--- config.mk ---
export PLATFORM = sky130hd
export DESIGN_NAME = wifi_frame_header_ssid_parser_unit
export DESIGN_NICKNAME = d
export VERILOG_FILES = /design/src/sv/wfhsp_pkg.sv /design/src/sv/wifi_frame_header_ssid_parser_unit.sv /design/src/sv/wfhsp_csr.sv /design/src/sv/wfhsp_core.sv
export SDC_FILE = /design/constraint.sdc
export NUM_CORES = 1
export LEC_CHECK = 0
export BUFFER_PORTS_ARGS = -buffer_cell sky130_fd_sc_hd__buf_2
export CAP_MARGIN = 30
export CORE_MARGIN = 4
export CORE_UTILIZATION = 58
export CTS_CLUSTER_SIZE = 16
export DETAILED_ROUTE_END_ITERATION = 8
export MAX_ROUTING_LAYER = met4
export PLACE_DENSITY = 0.81
export SYNTH_ARGS = -nofsm -noshare
export SYNTH_HDL_FRONTEND = slang
export SYNTH_SLANG_ARGS = --single-unit
export TNS_END_PERCENT = 30
--- constraint.sdc ---
create_clock -name clock -period 5.4 [get_ports clock]
set_input_delay 1.08 -clock clock [delete_from_list [all_inputs] [get_ports clock]]
set_output_delay 1.08 -clock clock [all_outputs]
set_load 0.005 [all_outputs]
--- src/sv/wfhsp_pkg.sv ---
// ----------------------------------------------------------------------------
// wfhsp_pkg
// Shared types and constants for the frame header and SSID parser.
// ----------------------------------------------------------------------------
`default_nettype none

package wfhsp_pkg;

   // Fixed 802.11 layout
   localparam int unsigned HEADER_BYTES       = 24;
   localparam int unsigned BEACON_FIXED_BYTES = 12;
   localparam int unsigned ADDR1_FIRST        = 4;
   localparam int unsigned ADDR2_FIRST        = 10;
   localparam int unsigned ADDR2_END          = 16;

   // Frame control codes (type field, subtype field)
   localparam logic [1:0] FC_TYPE_MGMT      = 2'd0;
   localparam logic [3:0] FC_SUB_PROBE_REQ  = 4'd4;
   localparam logic [3:0] FC_SUB_BEACON     = 4'd8;
   localparam logic [7:0] ELEMENT_ID_SSID   = 8'd0;

   // Register map
   localparam int unsigned CSR_ADDR_W     = 3;
   localparam logic        REG_SSID_LIMIT = 1'b0;
   localparam logic [7:0]  SSID_LIMIT_RST = 8'd32;

   // Payload widths
   localparam int unsigned REQ_DATA_W = 8;
   localparam int unsigned REQ_USER_W = 1;
   localparam int unsigned RSP_DATA_W = 128;

   // Element walk phase
   typedef enum logic [1:0] {
      PHASE_IDLE = 2'd0,
      PHASE_ID   = 2'd1,
      PHASE_LEN  = 2'd2
   } phase_type;

   // Result item, last field in the lowest bits
   typedef struct packed {
      logic [7:0]  ssid_size;
      logic [11:0] ssid_offset;
      logic        ssid_found;
      logic        beacon_seen;
      logic        probe_seen;
      logic        destination_valid;
      logic [47:0] destination_address;
      logic        source_valid;
      logic [47:0] source_address;
      logic        frame_valid;
   } rsp_type;

   localparam int unsigned RSP_PAD_W = RSP_DATA_W - $bits(rsp_type);

endpackage

`default_nettype wire

--- src/sv/wifi_frame_header_ssid_parser_unit.sv ---
// ----------------------------------------------------------------------------
// wifi_frame_header_ssid_parser_unit
// 802.11 MAC header and SSID element parser, one frame byte per transfer.
// ----------------------------------------------------------------------------
// Takes one frame byte per clock on the request stream and, on the byte
// marked tlast, sends one summary transfer on the response stream. A byte
// is registered at the input and applied to the frame state unless a stall
// holds it; the summary is registered at the output, so rsp_tvalid rises in
// the cycle after the last byte is applied. One byte per cycle is sustained;
// the only stall is a summary still held in the output register when the
// next last byte is ready to be applied. The SSID length limit is set
// through the APB port and should be written only while no frame is in
// progress.
`default_nettype none

module wifi_frame_header_ssid_parser_unit #(
   parameter int unsigned MAX_FRAME_BYTES = 4096
) (
   input  wire logic                               clock,
   input  wire logic                               reset,
   // request stream
   input  wire logic                               req_tvalid,
   output logic                                    req_tready,
   input  wire logic [wfhsp_pkg::REQ_DATA_W-1:0]   req_tdata,  // [7:0] frame_byte
   input  wire logic [wfhsp_pkg::REQ_USER_W-1:0]   req_tuser,  // [0] first_byte
   input  wire logic                               req_tlast,  // last_byte
   // response stream
   output logic                                    rsp_tvalid,
   input  wire logic                               rsp_tready,
   // [0] frame_valid, [48:1] source_address, [49] source_valid,
   // [97:50] destination_address, [98] destination_valid, [99] probe_seen,
   // [100] beacon_seen, [101] ssid_found, [113:102] ssid_offset,
   // [121:114] ssid_size, [127:122] zero
   output logic [wfhsp_pkg::RSP_DATA_W-1:0]        rsp_tdata,
   // configuration
   input  wire logic                               csr_psel,
   input  wire logic                               csr_penable,
   input  wire logic                               csr_pwrite,
   input  wire logic [wfhsp_pkg::CSR_ADDR_W-1:0]   csr_paddr,
   input  wire logic [31:0]                        csr_pwdata,
   output logic [31:0]                             csr_prdata,
   output logic                                    csr_pready
);

   logic               in_valid_ff, in_valid_in;
   logic [7:0]         in_byte_ff, in_byte_in;
   logic               in_first_ff, in_first_in;
   logic               in_last_ff, in_last_in;
   logic               out_valid_ff, out_valid_in;
   wfhsp_pkg::rsp_type out_data_ff, out_data_in;
   wfhsp_pkg::rsp_type summary;
   logic [7:0]         ssid_limit;
   logic               step_en;

   wfhsp_csr u_csr (
      .clock       (clock),
      .reset       (reset),
      .csr_psel    (csr_psel),
      .csr_penable (csr_penable),
      .csr_pwrite  (csr_pwrite),
      .csr_paddr   (csr_paddr),
      .csr_pwdata  (csr_pwdata),
      .csr_prdata  (csr_prdata),
      .csr_pready  (csr_pready),
      .ssid_limit  (ssid_limit)
   );

   wfhsp_core #(
      .MAX_FRAME_BYTES (MAX_FRAME_BYTES)
   ) u_core (
      .clock      (clock),
      .reset      (reset),
      .step_en    (step_en),
      .frame_byte (in_byte_ff),
      .first_byte (in_first_ff),
      .last_byte  (in_last_ff),
      .ssid_limit (ssid_limit),
      .summary    (summary)
   );

   // Advance the held byte unless it would overwrite a waiting summary
   assign step_en    = in_valid_ff && (!in_last_ff || !out_valid_ff || rsp_tready);
   assign req_tready = !in_valid_ff || step_en;

   // Input register
   always_comb begin
      in_valid_in = in_valid_ff;
      in_byte_in  = in_byte_ff;
      in_first_in = in_first_ff;
      in_last_in  = in_last_ff;
      if (req_tready) begin
         in_valid_in = req_tvalid;
         in_byte_in  = req_tdata[7:0];
         in_first_in = req_tuser[0];
         in_last_in  = req_tlast;
      end
   end

   // Output register
   always_comb begin
      out_valid_in = out_valid_ff;
      out_data_in  = out_data_ff;
      if (step_en && in_last_ff) begin
         out_valid_in = 1'b1;
         out_data_in  = summary;
      end else if (rsp_tready) begin
         out_valid_in = 1'b0;
      end
   end

   always_ff @(posedge clock) begin
      if (reset) begin
         in_valid_ff  <= 1'b0;
         out_valid_ff <= 1'b0;
      end else begin
         in_valid_ff  <= in_valid_in;
         out_valid_ff <= out_valid_in;
      end
   end

   always_ff @(posedge clock) begin
      in_byte_ff  <= in_byte_in;
      in_first_ff <= in_first_in;
      in_last_ff  <= in_last_in;
      out_data_ff <= out_data_in;
   end

   assign rsp_tvalid = out_valid_ff;
   assign rsp_tdata  = {{wfhsp_pkg::RSP_PAD_W{1'b0}}, out_data_ff};

   // A new summary only follows an applied last byte
   assert property (@(posedge clock) disable iff (reset)
      (rsp_tvalid && !$past(rsp_tvalid)) |-> $past(step_en && in_last_ff))
      else $error("summary without a last byte");

   // Input stalls only while a held last byte waits behind an unsent summary
   assert property (@(posedge clock) disable iff (reset)
      !req_tready |-> (in_valid_ff && in_last_ff && out_valid_ff))
      else $error("input stalled without cause");

   // A completed summary transfer with a last byte pending refills next cycle
   assert property (@(posedge clock) disable iff (reset)
      (in_valid_ff && in_last_ff && out_valid_ff && rsp_tready) |=> rsp_tvalid)
      else $error("summary dropped");

endmodule

`default_nettype wire

--- src/sv/wfhsp_csr.sv ---
// ----------------------------------------------------------------------------
// wfhsp_csr
// APB register block holding the SSID length limit.
// ----------------------------------------------------------------------------
`default_nettype none

module wfhsp_csr (
   input  wire logic                              clock,
   input  wire logic                              reset,
   input  wire logic                              csr_psel,
   input  wire logic                              csr_penable,
   input  wire logic                              csr_pwrite,
   input  wire logic [wfhsp_pkg::CSR_ADDR_W-1:0]  csr_paddr,
   input  wire logic [31:0]                       csr_pwdata,
   output logic [31:0]                            csr_prdata,
   output logic                                   csr_pready,
   output logic [7:0]                             ssid_limit
);

   logic [7:0] limit_ff;
   logic [7:0] limit_in;
   logic       reg_index;
   logic       wr_hit;

   // Decode word index and write transfer
   assign reg_index  = csr_paddr[2];
   assign csr_pready = 1'b1;
   assign wr_hit     = csr_psel && csr_penable && csr_pwrite && csr_pready
                       && (reg_index == wfhsp_pkg::REG_SSID_LIMIT);

   always_comb begin
      limit_in = limit_ff;
      if (wr_hit) begin
         limit_in = csr_pwdata[7:0];
      end
   end

   always_ff @(posedge clock) begin
      if (reset) begin
         limit_ff <= wfhsp_pkg::SSID_LIMIT_RST;
      end else begin
         limit_ff <= limit_in;
      end
   end

   // Read back
   always_comb begin
      csr_prdata = '0;
      if (reg_index == wfhsp_pkg::REG_SSID_LIMIT) begin
         csr_prdata = {24'd0, limit_ff};
      end
   end

   assign ssid_limit = limit_ff;

endmodule

`default_nettype wire

--- src/sv/wfhsp_core.sv ---
// ----------------------------------------------------------------------------
// wfhsp_core
// Per-frame parse state: header capture, DS decode and element walk.
// ----------------------------------------------------------------------------
`default_nettype none

module wfhsp_core #(
   parameter int unsigned MAX_FRAME_BYTES = 4096
) (
   input  wire logic              clock,
   input  wire logic              reset,
   input  wire logic              step_en,
   input  wire logic [7:0]        frame_byte,
   input  wire logic              first_byte,
   input  wire logic              last_byte,
   input  wire logic [7:0]        ssid_limit,
   output wfhsp_pkg::rsp_type     summary
);

   localparam int unsigned POS_W = $clog2(MAX_FRAME_BYTES + 2);
   localparam int unsigned NXT_W = $clog2(MAX_FRAME_BYTES + 257);

   logic [POS_W-1:0]      pos_ff, pos_in;
   logic                  probe_ff, probe_in;
   logic                  beacon_ff, beacon_in;
   logic                  to_ds_ff, to_ds_in;
   logic                  from_ds_ff, from_ds_in;
   logic [47:0]           addr1_ff, addr1_in;
   logic [47:0]           addr2_ff, addr2_in;
   logic [NXT_W-1:0]      next_off_ff, next_off_in;
   wfhsp_pkg::phase_type  phase_ff, phase_in;
   logic                  is_ssid_ff, is_ssid_in;
   logic                  stopped_ff, stopped_in;
   logic                  rec_found_ff, rec_found_in;
   logic [11:0]           rec_offset_ff, rec_offset_in;
   logic [7:0]            rec_length_ff, rec_length_in;

   // Updated values of the current byte, before the end-of-frame clear
   logic [POS_W-1:0]      pos_nx;
   logic                  probe_nx, beacon_nx, to_ds_nx, from_ds_nx;
   logic [47:0]           addr1_nx, addr2_nx;
   logic [NXT_W-1:0]      next_off_nx;
   wfhsp_pkg::phase_type  phase_nx;
   logic                  is_ssid_nx, stopped_nx, rec_found_nx;
   logic [11:0]           rec_offset_nx;
   logic [7:0]            rec_length_nx;
   logic [POS_W-1:0]      p;
   logic                  take;
   logic [NXT_W-1:0]      p_plus1;

   // Apply one byte to the frame state
   always_comb begin
      // start from a clean frame when marked first
      p             = first_byte ? '0 : pos_ff;
      probe_nx      = first_byte ? 1'b0 : probe_ff;
      beacon_nx     = first_byte ? 1'b0 : beacon_ff;
      to_ds_nx      = first_byte ? 1'b0 : to_ds_ff;
      from_ds_nx    = first_byte ? 1'b0 : from_ds_ff;
      addr1_nx      = first_byte ? '0 : addr1_ff;
      addr2_nx      = first_byte ? '0 : addr2_ff;
      next_off_nx   = first_byte ? '0 : next_off_ff;
      phase_nx      = first_byte ? wfhsp_pkg::PHASE_IDLE : phase_ff;
      is_ssid_nx    = first_byte ? 1'b0 : is_ssid_ff;
      stopped_nx    = first_byte ? 1'b0 : stopped_ff;
      rec_found_nx  = first_byte ? 1'b0 : rec_found_ff;
      rec_offset_nx = first_byte ? '0 : rec_offset_ff;
      rec_length_nx = first_byte ? '0 : rec_length_ff;

      take    = p < POS_W'(MAX_FRAME_BYTES);
      p_plus1 = NXT_W'(p) + NXT_W'(1);
      pos_nx  = (p <= POS_W'(MAX_FRAME_BYTES)) ? p + POS_W'(1) : p;

      if (take) begin
         // header fields
         if (p == '0) begin
            probe_nx  = (frame_byte[3:2] == wfhsp_pkg::FC_TYPE_MGMT)
                        && (frame_byte[7:4] == wfhsp_pkg::FC_SUB_PROBE_REQ);
            beacon_nx = (frame_byte[3:2] == wfhsp_pkg::FC_TYPE_MGMT)
                        && (frame_byte[7:4] == wfhsp_pkg::FC_SUB_BEACON);
            phase_nx  = wfhsp_pkg::PHASE_IDLE;
            if (probe_nx) begin
               next_off_nx = NXT_W'(wfhsp_pkg::HEADER_BYTES);
               phase_nx    = wfhsp_pkg::PHASE_ID;
            end else if (beacon_nx) begin
               next_off_nx = NXT_W'(wfhsp_pkg::HEADER_BYTES
                                    + wfhsp_pkg::BEACON_FIXED_BYTES);
               phase_nx    = wfhsp_pkg::PHASE_ID;
            end
         end else if (p == POS_W'(1)) begin
            to_ds_nx   = frame_byte[0];
            from_ds_nx = frame_byte[1];
         end else if (p >= POS_W'(wfhsp_pkg::ADDR1_FIRST)
                      && p < POS_W'(wfhsp_pkg::ADDR2_FIRST)) begin
            addr1_nx = {addr1_nx[39:0], frame_byte};
         end else if (p >= POS_W'(wfhsp_pkg::ADDR2_FIRST)
                      && p < POS_W'(wfhsp_pkg::ADDR2_END)) begin
            addr2_nx = {addr2_nx[39:0], frame_byte};
         end

         // element walk
         if (phase_nx == wfhsp_pkg::PHASE_ID && NXT_W'(p) == next_off_nx) begin
            is_ssid_nx = (frame_byte == wfhsp_pkg::ELEMENT_ID_SSID);
            phase_nx   = wfhsp_pkg::PHASE_LEN;
         end else if (phase_nx == wfhsp_pkg::PHASE_LEN) begin
            if (is_ssid_nx && frame_byte > ssid_limit) begin
               // oversize SSID: stop walking
               stopped_nx = 1'b1;
               phase_nx   = wfhsp_pkg::PHASE_IDLE;
            end else begin
               if (is_ssid_nx) begin
                  rec_found_nx  = 1'b1;
                  rec_offset_nx = 12'(p_plus1);
                  rec_length_nx = frame_byte;
               end
               next_off_nx = p_plus1 + NXT_W'(frame_byte);
               phase_nx    = wfhsp_pkg::PHASE_ID;
            end
         end
      end
   end

   // Register update: clear after the last byte of a frame
   always_comb begin
      pos_in        = pos_ff;
      probe_in      = probe_ff;
      beacon_in     = beacon_ff;
      to_ds_in      = to_ds_ff;
      from_ds_in    = from_ds_ff;
      addr1_in      = addr1_ff;
      addr2_in      = addr2_ff;
      next_off_in   = next_off_ff;
      phase_in      = phase_ff;
      is_ssid_in    = is_ssid_ff;
      stopped_in    = stopped_ff;
      rec_found_in  = rec_found_ff;
      rec_offset_in = rec_offset_ff;
      rec_length_in = rec_length_ff;
      if (step_en) begin
         if (last_byte) begin
            pos_in        = '0;
            probe_in      = 1'b0;
            beacon_in     = 1'b0;
            to_ds_in      = 1'b0;
            from_ds_in    = 1'b0;
            addr1_in      = '0;
            addr2_in      = '0;
            next_off_in   = '0;
            phase_in      = wfhsp_pkg::PHASE_IDLE;
            is_ssid_in    = 1'b0;
            stopped_in    = 1'b0;
            rec_found_in  = 1'b0;
            rec_offset_in = '0;
            rec_length_in = '0;
         end else begin
            pos_in        = pos_nx;
            probe_in      = probe_nx;
            beacon_in     = beacon_nx;
            to_ds_in      = to_ds_nx;
            from_ds_in    = from_ds_nx;
            addr1_in      = addr1_nx;
            addr2_in      = addr2_nx;
            next_off_in   = next_off_nx;
            phase_in      = phase_nx;
            is_ssid_in    = is_ssid_nx;
            stopped_in    = stopped_nx;
            rec_found_in  = rec_found_nx;
            rec_offset_in = rec_offset_nx;
            rec_length_in = rec_length_nx;
         end
      end
   end

   always_ff @(posedge clock) begin
      if (reset) begin
         pos_ff        <= '0;
         probe_ff      <= 1'b0;
         beacon_ff     <= 1'b0;
         to_ds_ff      <= 1'b0;
         from_ds_ff    <= 1'b0;
         addr1_ff      <= '0;
         addr2_ff      <= '0;
         next_off_ff   <= '0;
         phase_ff      <= wfhsp_pkg::PHASE_IDLE;
         is_ssid_ff    <= 1'b0;
         stopped_ff    <= 1'b0;
         rec_found_ff  <= 1'b0;
         rec_offset_ff <= '0;
         rec_length_ff <= '0;
      end else begin
         pos_ff        <= pos_in;
         probe_ff      <= probe_in;
         beacon_ff     <= beacon_in;
         to_ds_ff      <= to_ds_in;
         from_ds_ff    <= from_ds_in;
         addr1_ff      <= addr1_in;
         addr2_ff      <= addr2_in;
         next_off_ff   <= next_off_in;
         phase_ff      <= phase_in;
         is_ssid_ff    <= is_ssid_in;
         stopped_ff    <= stopped_in;
         rec_found_ff  <= rec_found_in;
         rec_offset_ff <= rec_offset_in;
         rec_length_ff <= rec_length_in;
      end
   end

   // Build the frame summary from the updated state
   always_comb begin
      summary = '0;
      if (pos_nx >= POS_W'(wfhsp_pkg::HEADER_BYTES)) begin
         summary.frame_valid = !stopped_nx && (pos_nx <= POS_W'(MAX_FRAME_BYTES));
         case ({to_ds_nx, from_ds_nx})
            2'b01: begin
               summary.source_address      = addr1_nx;
               summary.destination_address = addr2_nx;
               summary.source_valid        = 1'b1;
               summary.destination_valid   = 1'b1;
            end
            2'b10: begin
               summary.destination_address = addr1_nx;
               summary.source_address      = addr2_nx;
               summary.source_valid        = 1'b1;
               summary.destination_valid   = 1'b1;
            end
            2'b00: begin
               summary.source_address = addr2_nx;
               summary.source_valid   = 1'b1;
            end
            default: begin
               summary.source_valid      = 1'b0;
               summary.destination_valid = 1'b0;
            end
         endcase
         summary.probe_seen  = probe_nx;
         summary.beacon_seen = beacon_nx;
         if (rec_found_nx) begin
            summary.ssid_found  = 1'b1;
            summary.ssid_offset = rec_offset_nx;
            summary.ssid_size   = rec_length_nx;
         end
      end
   end

   // A stopped walk never resumes within the frame
   assert property (@(posedge clock) disable iff (reset)
      stopped_ff |-> phase_ff == wfhsp_pkg::PHASE_IDLE)
      else $error("element walk active after stop");

   // Position counter saturates one past the bound
   assert property (@(posedge clock) disable iff (reset)
      pos_ff <= POS_W'(MAX_FRAME_BYTES + 1))
      else $error("byte position beyond saturation");

   // Only one of probe and beacon can be seen
   assert property (@(posedge clock) disable iff (reset)
      !(probe_ff && beacon_ff))
      else $error("probe and beacon both flagged");

endmodule

`default_nettype wire
==> metrics.cfg, run 1 <==
[status]
run_status = complete, no violations

[detailed_routing]
dr_total_vias = 12700
drc = 0
post_drt_wl_per_cell_um = 19.5
first_pass_iters = 6
viasPerCell = 6.20
ant_nets = 0
postRouteWirelength_um = 40200
drtIter0Drc = 1364

[sta]
setup_violations = 0
worst_case_clock_skew_ns = 0.0175
max_freq_mhz = 225
final.period_utilization_pct = 82.4
timing.setup.tns_ns = 0
report.final.slew_viol_count = 0
worst_slew_pin_tran_ns = 0.982
final.min_clock_period_ns = 4.45
final-hold-violation-count = 0
worst_hold_margin_ns = 0.455
rsz_0062_raised_after_global_routing = false
slew-limit-headroom_pct = 34.0

[final_layout]
final_layout_size_suffix_gt1_share_pct = 14.6
area.growth.synth_to_final_pct = 13.3
final_core_utilization_pct = 67.1
fillers = 1926
mostFrequentLayoutCell = nor2_1
highest_count_cells_in_the_layout_ignoring_fill_and_taps = nor2_1, nand2_1, a22oi_1, dfxtp_1, buf_2
final-instance-count-excl-fill = 2055
antennaDiodeCount = 0
fin_nets = 1782

[clock_tree]
tritoncts_clock_tree = done
cts_setup_buffers = 0
h_tree_levels = 1
cts_buffers = 29
postCtsResizedCells = 0
clk_latency_ns = 0.56
ctsRootBufferMaster = clkbuf_16
cts.sinks = 293
worst_setup_hold_path_clk_slew_ns = 0.06
post_cts_hold_buffer_count = 0
clock_tree.buffer_depth = 3

[logic_synthesis]
yosys.cell_types.count = 69
synthCells = 1622
synth-warning-count = 0
yosys_register_bits = 293
synth-edff-count = 132
async_flop_share_pct = 0
netlist_area_um2 = 14500
syn_area_per_cell_um2 = 8.93
yosysSeqAreaShare_pct = 49.6
postSynth.topFlopCell = dfxtp_1

[setup_path]
timing.critical_path.fanout_max = 52
timing_worst_setup_path_type = flip-flop to flip-flop
timing.critical_path.required_ns = 5.77
critPathCaptureType = flip-flop
worstPathArrival_ns = 4.82
setup.worst_path.start_class = flip-flop

[power_and_ir_drop]
vdd_drop_max_v = 0.000250
static-leakage-power_nw = 6.15
powerDensity_nw_per_um2 = 289

[place]
port_buffers = 157
place_inst = 2001
dp.final_hpwl_um = 26600
gpl.final_weighted_congestion = 0.971

[grt]
grt_pass1_vias = 11700
grt_pass1_wl_um = 63600
initial_antenna_violation_count = 0
total_global_route_track_usage_pct = 28.7
grt_overflow_total = 0
pin_count_of_the_biggest_net_entering_global_routing = 83

[floorplan]
die_outline_height_um = 166
start_util_pct = 59.2
num_io_pins = 215
floorplan.die_area_um2 = 27600
floorplan.rows = 57
chipWidth_um = 166
fp.coreArea_um2 = 24500

[hold_path]
hold_path_class = flip-flop to flip-flop

[run]
count_of_max_cap_constraint_violations = 0

## stage by stage
stage	instance area (um2)	power [W]	setup WS, ns
global placement	15300	0.00256	1.17
global route	16400	0.00488	0.674
CTS	16400	0.00476	0.999
finish	16400	0.00475	0.953
detailed placement	15300	0.00257	1.08
floorplan	14600	0.00252	0.817
## critical path, stage by stage (launching register included)
cell and delay [ns]:
dfxtp_1 0.30, buf_4 0.19, or4_1 0.78, nor2_1 0.31
o2111ai_1 0.26, mux2i_1 0.17, or2_2 0.54, inv_1 0.21
ha_2 0.84, buf_12 0.32, a22oi_1 0.10, nor2_1 0.22
## layer usage
| layer | vias up | global-route usage [%] | share of wire [%] |
|---|---|---|---|
| met5 | - | - | 0 |
| met2 | 733 | 44.0 | 46 |
| met1 | 6005 | 39.2 | 40 |
| met3 | 110 | 3.81 | 9.7 |
| met4 | 0 | 10.9 | 3.9 |
| li1 | 5890 | - | - |
## cells in the mapped netlist, drive strengths merged (2+ instances only)
cell type  count  area [um2]
nor2b         12        75.1
ha            21         263
nand3         44         220
a31oi          9        56.3
clkbuf       101         379
a21o           7        52.6
a22oi        167        1250
nor4           6        43.8
nand4b         2        17.5
a22o          25         219
nand2        227         852
a211oi         3        22.5
o2bb2ai        3        26.3
o41a           2        22.5
o221ai         3        26.3
o21ai         38         190
nand4          5        31.3
buf           59         367
edfxtp       132        3960
nor3          14        70.1
nand3b         4        30.0
a21oi        131         656
nand2b        17         106
xnor2         10        87.6
o2111ai        4        35.0
o211ai         6        50.1
inv           34         128
nor2         263         990
a32oi          3        26.3
and4b          2        20.0
o21a           3        22.5
o31ai          8        78.8
xor2          11        96.3
and3           3        18.8
a211o          4        35.0
dfxtp        161        3220
mux2i         42         420
or3            2        12.5
conb           2        7.51
or4           10        86.3
or2            4        25.0
## report_power, final
part	switching [W]	internal [W]	leakage (nW)	total (W)
sequential	0.0000199	0.00232	2.71	0.00234
combinational	0.000135	0.0000470	2.92	0.000182
clock	0.000868	0.00135	0.513	0.00222
## layout make-up
type	instances	area, um2	share of cell area (%)
Inverter	35	131	0.801
Tap cell	324	405	2.47
Timing Repair Buffer	186	1070	6.53
Clock inverter	20	298	1.82
Clock buffer	34	764	4.66
Multi-Input combinational cell	1163	6550	39.9
Sequential cell	293	7190	43.8
## kinds of logic (layout without fill, tap and decap cells)
family                   Yosys count  in the layout  share of synthesized area, %
flip-flops                       293            293                          49.6
XOR/XNOR                          21             21                          1.27
adder cells (fa/ha/maj)           22             22                          1.95
AO/OA/AOI/OAI                    428            428                          19.9
buffers and inverters            195            275                          6.06
multiplexers                      43             43                          2.98
other                              2             31                        0.0519
AND/OR/NAND/NOR                  618            618                          18.1
## sequential cells by signal, indices dropped and copies added, names as in the netlist
register,flops
rsp_tdata,122
u_core.addr1_ff,48
u_core.addr2_ff,48
u_core.next_off_ff,13
u_core.pos_ff,13
u_core.rec_offset_ff,12
in_byte_ff,8
u_core.rec_length_ff,8
u_csr.ssid_limit,8
u_core.phase_ff,2
in_first_ff,1
in_last_ff,1
in_valid_ff,1
rsp_tvalid,1
u_core.beacon_ff,1
u_core.from_ds_ff,1
u_core.is_ssid_ff,1
u_core.probe_ff,1
u_core.rec_found_ff,1
u_core.stopped_ff,1
u_core.to_ds_ff,1
## final timing paths
check | startpoint | endpoint | slack, ns | cells past startpoint
hold / removal | u_csr.ssid_limit[6]$_SDFFE_PP0P_ | u_csr.ssid_limit[6]$_SDFFE_PP0P_ | 0.46 | 2
setup reg to reg | u_core.pos_ff[4]$_SDFFE_PP0P_ | rsp_tdata[25]$_SDFFCE_PN0P_ | 0.95 | 11
hold reg to reg | u_csr.ssid_limit[6]$_SDFFE_PP0P_ | u_csr.ssid_limit[6]$_SDFFE_PP0P_ | 0.46 | 2
setup / recovery | u_core.pos_ff[4]$_SDFFE_PP0P_ | rsp_tdata[25]$_SDFFCE_PN0P_ | 0.95 | 11
No activity file was read; power rests on OpenSTA's default activity.
==> inputs of run 2 (changes only) <==
ABC_AREA = 1   (was default)
CORE_UTILIZATION = 53   (was 58)
PLACE_DENSITY = 0.77   (was 0.81)
clock period = 3.85 ns   (was 5.4 ns; I/O delays follow)
==> run 2 against run 1 <==
Sequential share of layout area down 3.6 points. Clock skew up 0.0071 ns. Synthesized area up 9.5%. Largest power group unchanged. Highest routed layer unchanged.
==> metrics.cfg, run 2 <==
[status]
run_status = complete, no violations

[grt]
grt_pass1_wl_um = 71500
grt_pass1_vias = 13600
pin_count_of_the_biggest_net_entering_global_routing = 108
total_global_route_track_usage_pct = 27.1
initial_antenna_violation_count = 0
grt_overflow_total = 0

[detailed_routing]
viasPerCell = 5.46
drtIter0Drc = 1694
postRouteWirelength_um = 44700
post_drt_wl_per_cell_um = 16.6
first_pass_iters = 7
drc = 0
ant_nets = 0
dr_total_vias = 14700

[logic_synthesis]
synth-warning-count = 0
syn_area_per_cell_um2 = 7.28
postSynth.topFlopCell = dfxtp_1
netlist_area_um2 = 15900
synth.top_cells.by_count = nand2_1, inv_1, a21oi_1, dfxtp_1, nor2_1
async_flop_share_pct = 0
yosys_register_bits = 293
yosys.area.top_type = edfxtp_1
synth-edff-count = 132
yosysSeqAreaShare_pct = 45.3
ys_top_cells_by_area = edfxtp_1, dfxtp_1, nand2_1
synth_top_cell_area_share_pct = 25.0
synth.most_common_cell = nand2_1
yosys.cell_types.count = 48
synthCells = 2179

[floorplan]
fp.coreArea_um2 = 29600
start_util_pct = 53.6
chipWidth_um = 181
floorplan.die_area_um2 = 32800
num_io_pins = 215
die_outline_height_um = 181
floorplan.rows = 63

[clock_tree]
postCtsResizedCells = 0
worst_setup_hold_path_clk_slew_ns = 0.06
clock_tree.buffer_depth = 3
clk_latency_ns = 0.57
h_tree_levels = 1
tritoncts_clock_tree = done
cts.sinks = 293
cts_buffers = 29
post_cts_hold_buffer_count = 0
ctsRootBufferMaster = clkbuf_16

[sta]
final.min_clock_period_ns = 3.42
final-hold-violation-count = 0
setup_violations = 0
worst_slew_pin_tran_ns = 0.923
slew-limit-headroom_pct = 38.5
report.final.slew_viol_count = 0
timing.setup.tns_ns = 0
rsz_0062_raised_after_global_routing = false
worst_case_clock_skew_ns = 0.0245
max_freq_mhz = 293
final.period_utilization_pct = 88.8

[setup_path]
timing.critical_path.required_ns = 4.13
timing_worst_setup_path_type = flip-flop to flip-flop
worstPathArrival_ns = 3.69
timing.critical_path.fanout_max = 49
setup.worst_path.start_class = flip-flop
critPathCaptureType = flip-flop

[place]
dp.final_hpwl_um = 30400
gpl.final_weighted_congestion = 1.00
port_buffers = 157

[final_layout]
largest_register_ffs = 122
area.growth.synth_to_final_pct = 12.6
mostFrequentLayoutCell = nand2_1
fillers = 2650
highest_count_cells_in_the_layout_ignoring_fill_and_taps = nand2_1, inv_1, a21oi_1, dfxtp_1, nor2_1
final_core_utilization_pct = 60.4
fin_nets = 2351
antennaDiodeCount = 0
final_layout_size_suffix_gt1_share_pct = 13.6

[hold_path]
hold_path_class = input port to flip-flop

[power_and_ir_drop]
static-leakage-power_nw = 7.63
vdd_drop_max_v = 0.000367
powerDensity_nw_per_um2 = 368
design_power_total_w = 0.00658

[run]
count_of_max_cap_constraint_violations = 0

[run 2: power by group]
group | switching, W | leakage (nW) | internal (W) | total [W]
Combinational | 0.000222 | 4.59 | 0.0000829 | 0.000304
Clock | 0.00125 | 0.484 | 0.00171 | 0.00297
Sequential | 0.0000303 | 2.55 | 0.00328 | 0.00331
[run 2: path summary, 6_finish.rpt]
path,from,end,slack [ns],cells after the start
hold reg to reg,u_core.addr1_ff[3]$_SDFFE_PP0P_,u_core.addr1_ff[3]$_SDFFE_PP0P_,0.46,2
setup / recovery,in_first_ff$_DFFE_PP_,rsp_tdata[57]$_SDFFCE_PN0P_,0.43,14
setup reg to reg,in_first_ff$_DFFE_PP_,rsp_tdata[57]$_SDFFCE_PN0P_,0.43,14
hold / removal,req_tlast,in_last_ff$_DFFE_PP_,0.37,1
[run 2: stage by stage]
step	cells	setup WS, ns	area (um2)	hold slack (ns)
after global routing	2690	0.159	17900	0.359
after detailed placement	2633	0.387	16800	0.455
after floorplan	2208	0.279	16000	0.445
final	2690	0.433	17900	0.374
after CTS	2687	0.380	17800	0.354
after global placement	2633	0.420	16800	0.451
[run 2: routing by layer]
layer / global-route usage, % / vias up / wire, um
met2: 43.1 / 634 / 21000
li1: - / 7201 / -
met1: 36.5 / 6772 / 18700
met4: 7.42 / 0 / 1200
met5: - / - / 0
met3: 4.33 / 93 / 3810
[run 2: critical path: stages (launching register included)]
cell and delay (ns):
edfxtp_1 0.52, buf_4 0.20, buf_4 0.13, nor2_2 0.14, buf_4 0.27, nand2_1 0.44
o21ai_1 0.37, nor2_1 0.10, nor2_1 0.10, nand2_1 0.07, nor2_2 0.12, nand2_4 0.12
nand2_4 0.08, buf_12 0.22, a21oi_1 0.14
[run 2: repair_timing]
item | CTS | global route
endpoints found under the hold margin | 0 | 0
endpoints found under the setup margin | 0 | 1
buffers inserted | 0 | 3
[run 2: final cells by class]
cell class,count,area [um2],share of cell area [%]
multi-input cells,1518,7080,39.7
clock buffers,35,778,4.36
repair buffers,200,1210,6.78
well taps,390,488,2.73
inverters,235,893,5.00
flip-flops and latches,293,7190,40.3
clock inverters,19,215,1.21
[run 2: logic make-up after synthesis]
| family | after synthesis | share of synthesized area (%) |
|---|---|---|
| simple gates | 1008 | 26.0 |
| compound gates | 451 | 15.7 |
| buf+inv | 397 | 10.8 |
| flops | 293 | 45.3 |
| fa+ha+maj | 22 | 1.78 |
| xor+xnor | 6 | 0.331 |
| other cells | 2 | 0.0474 |
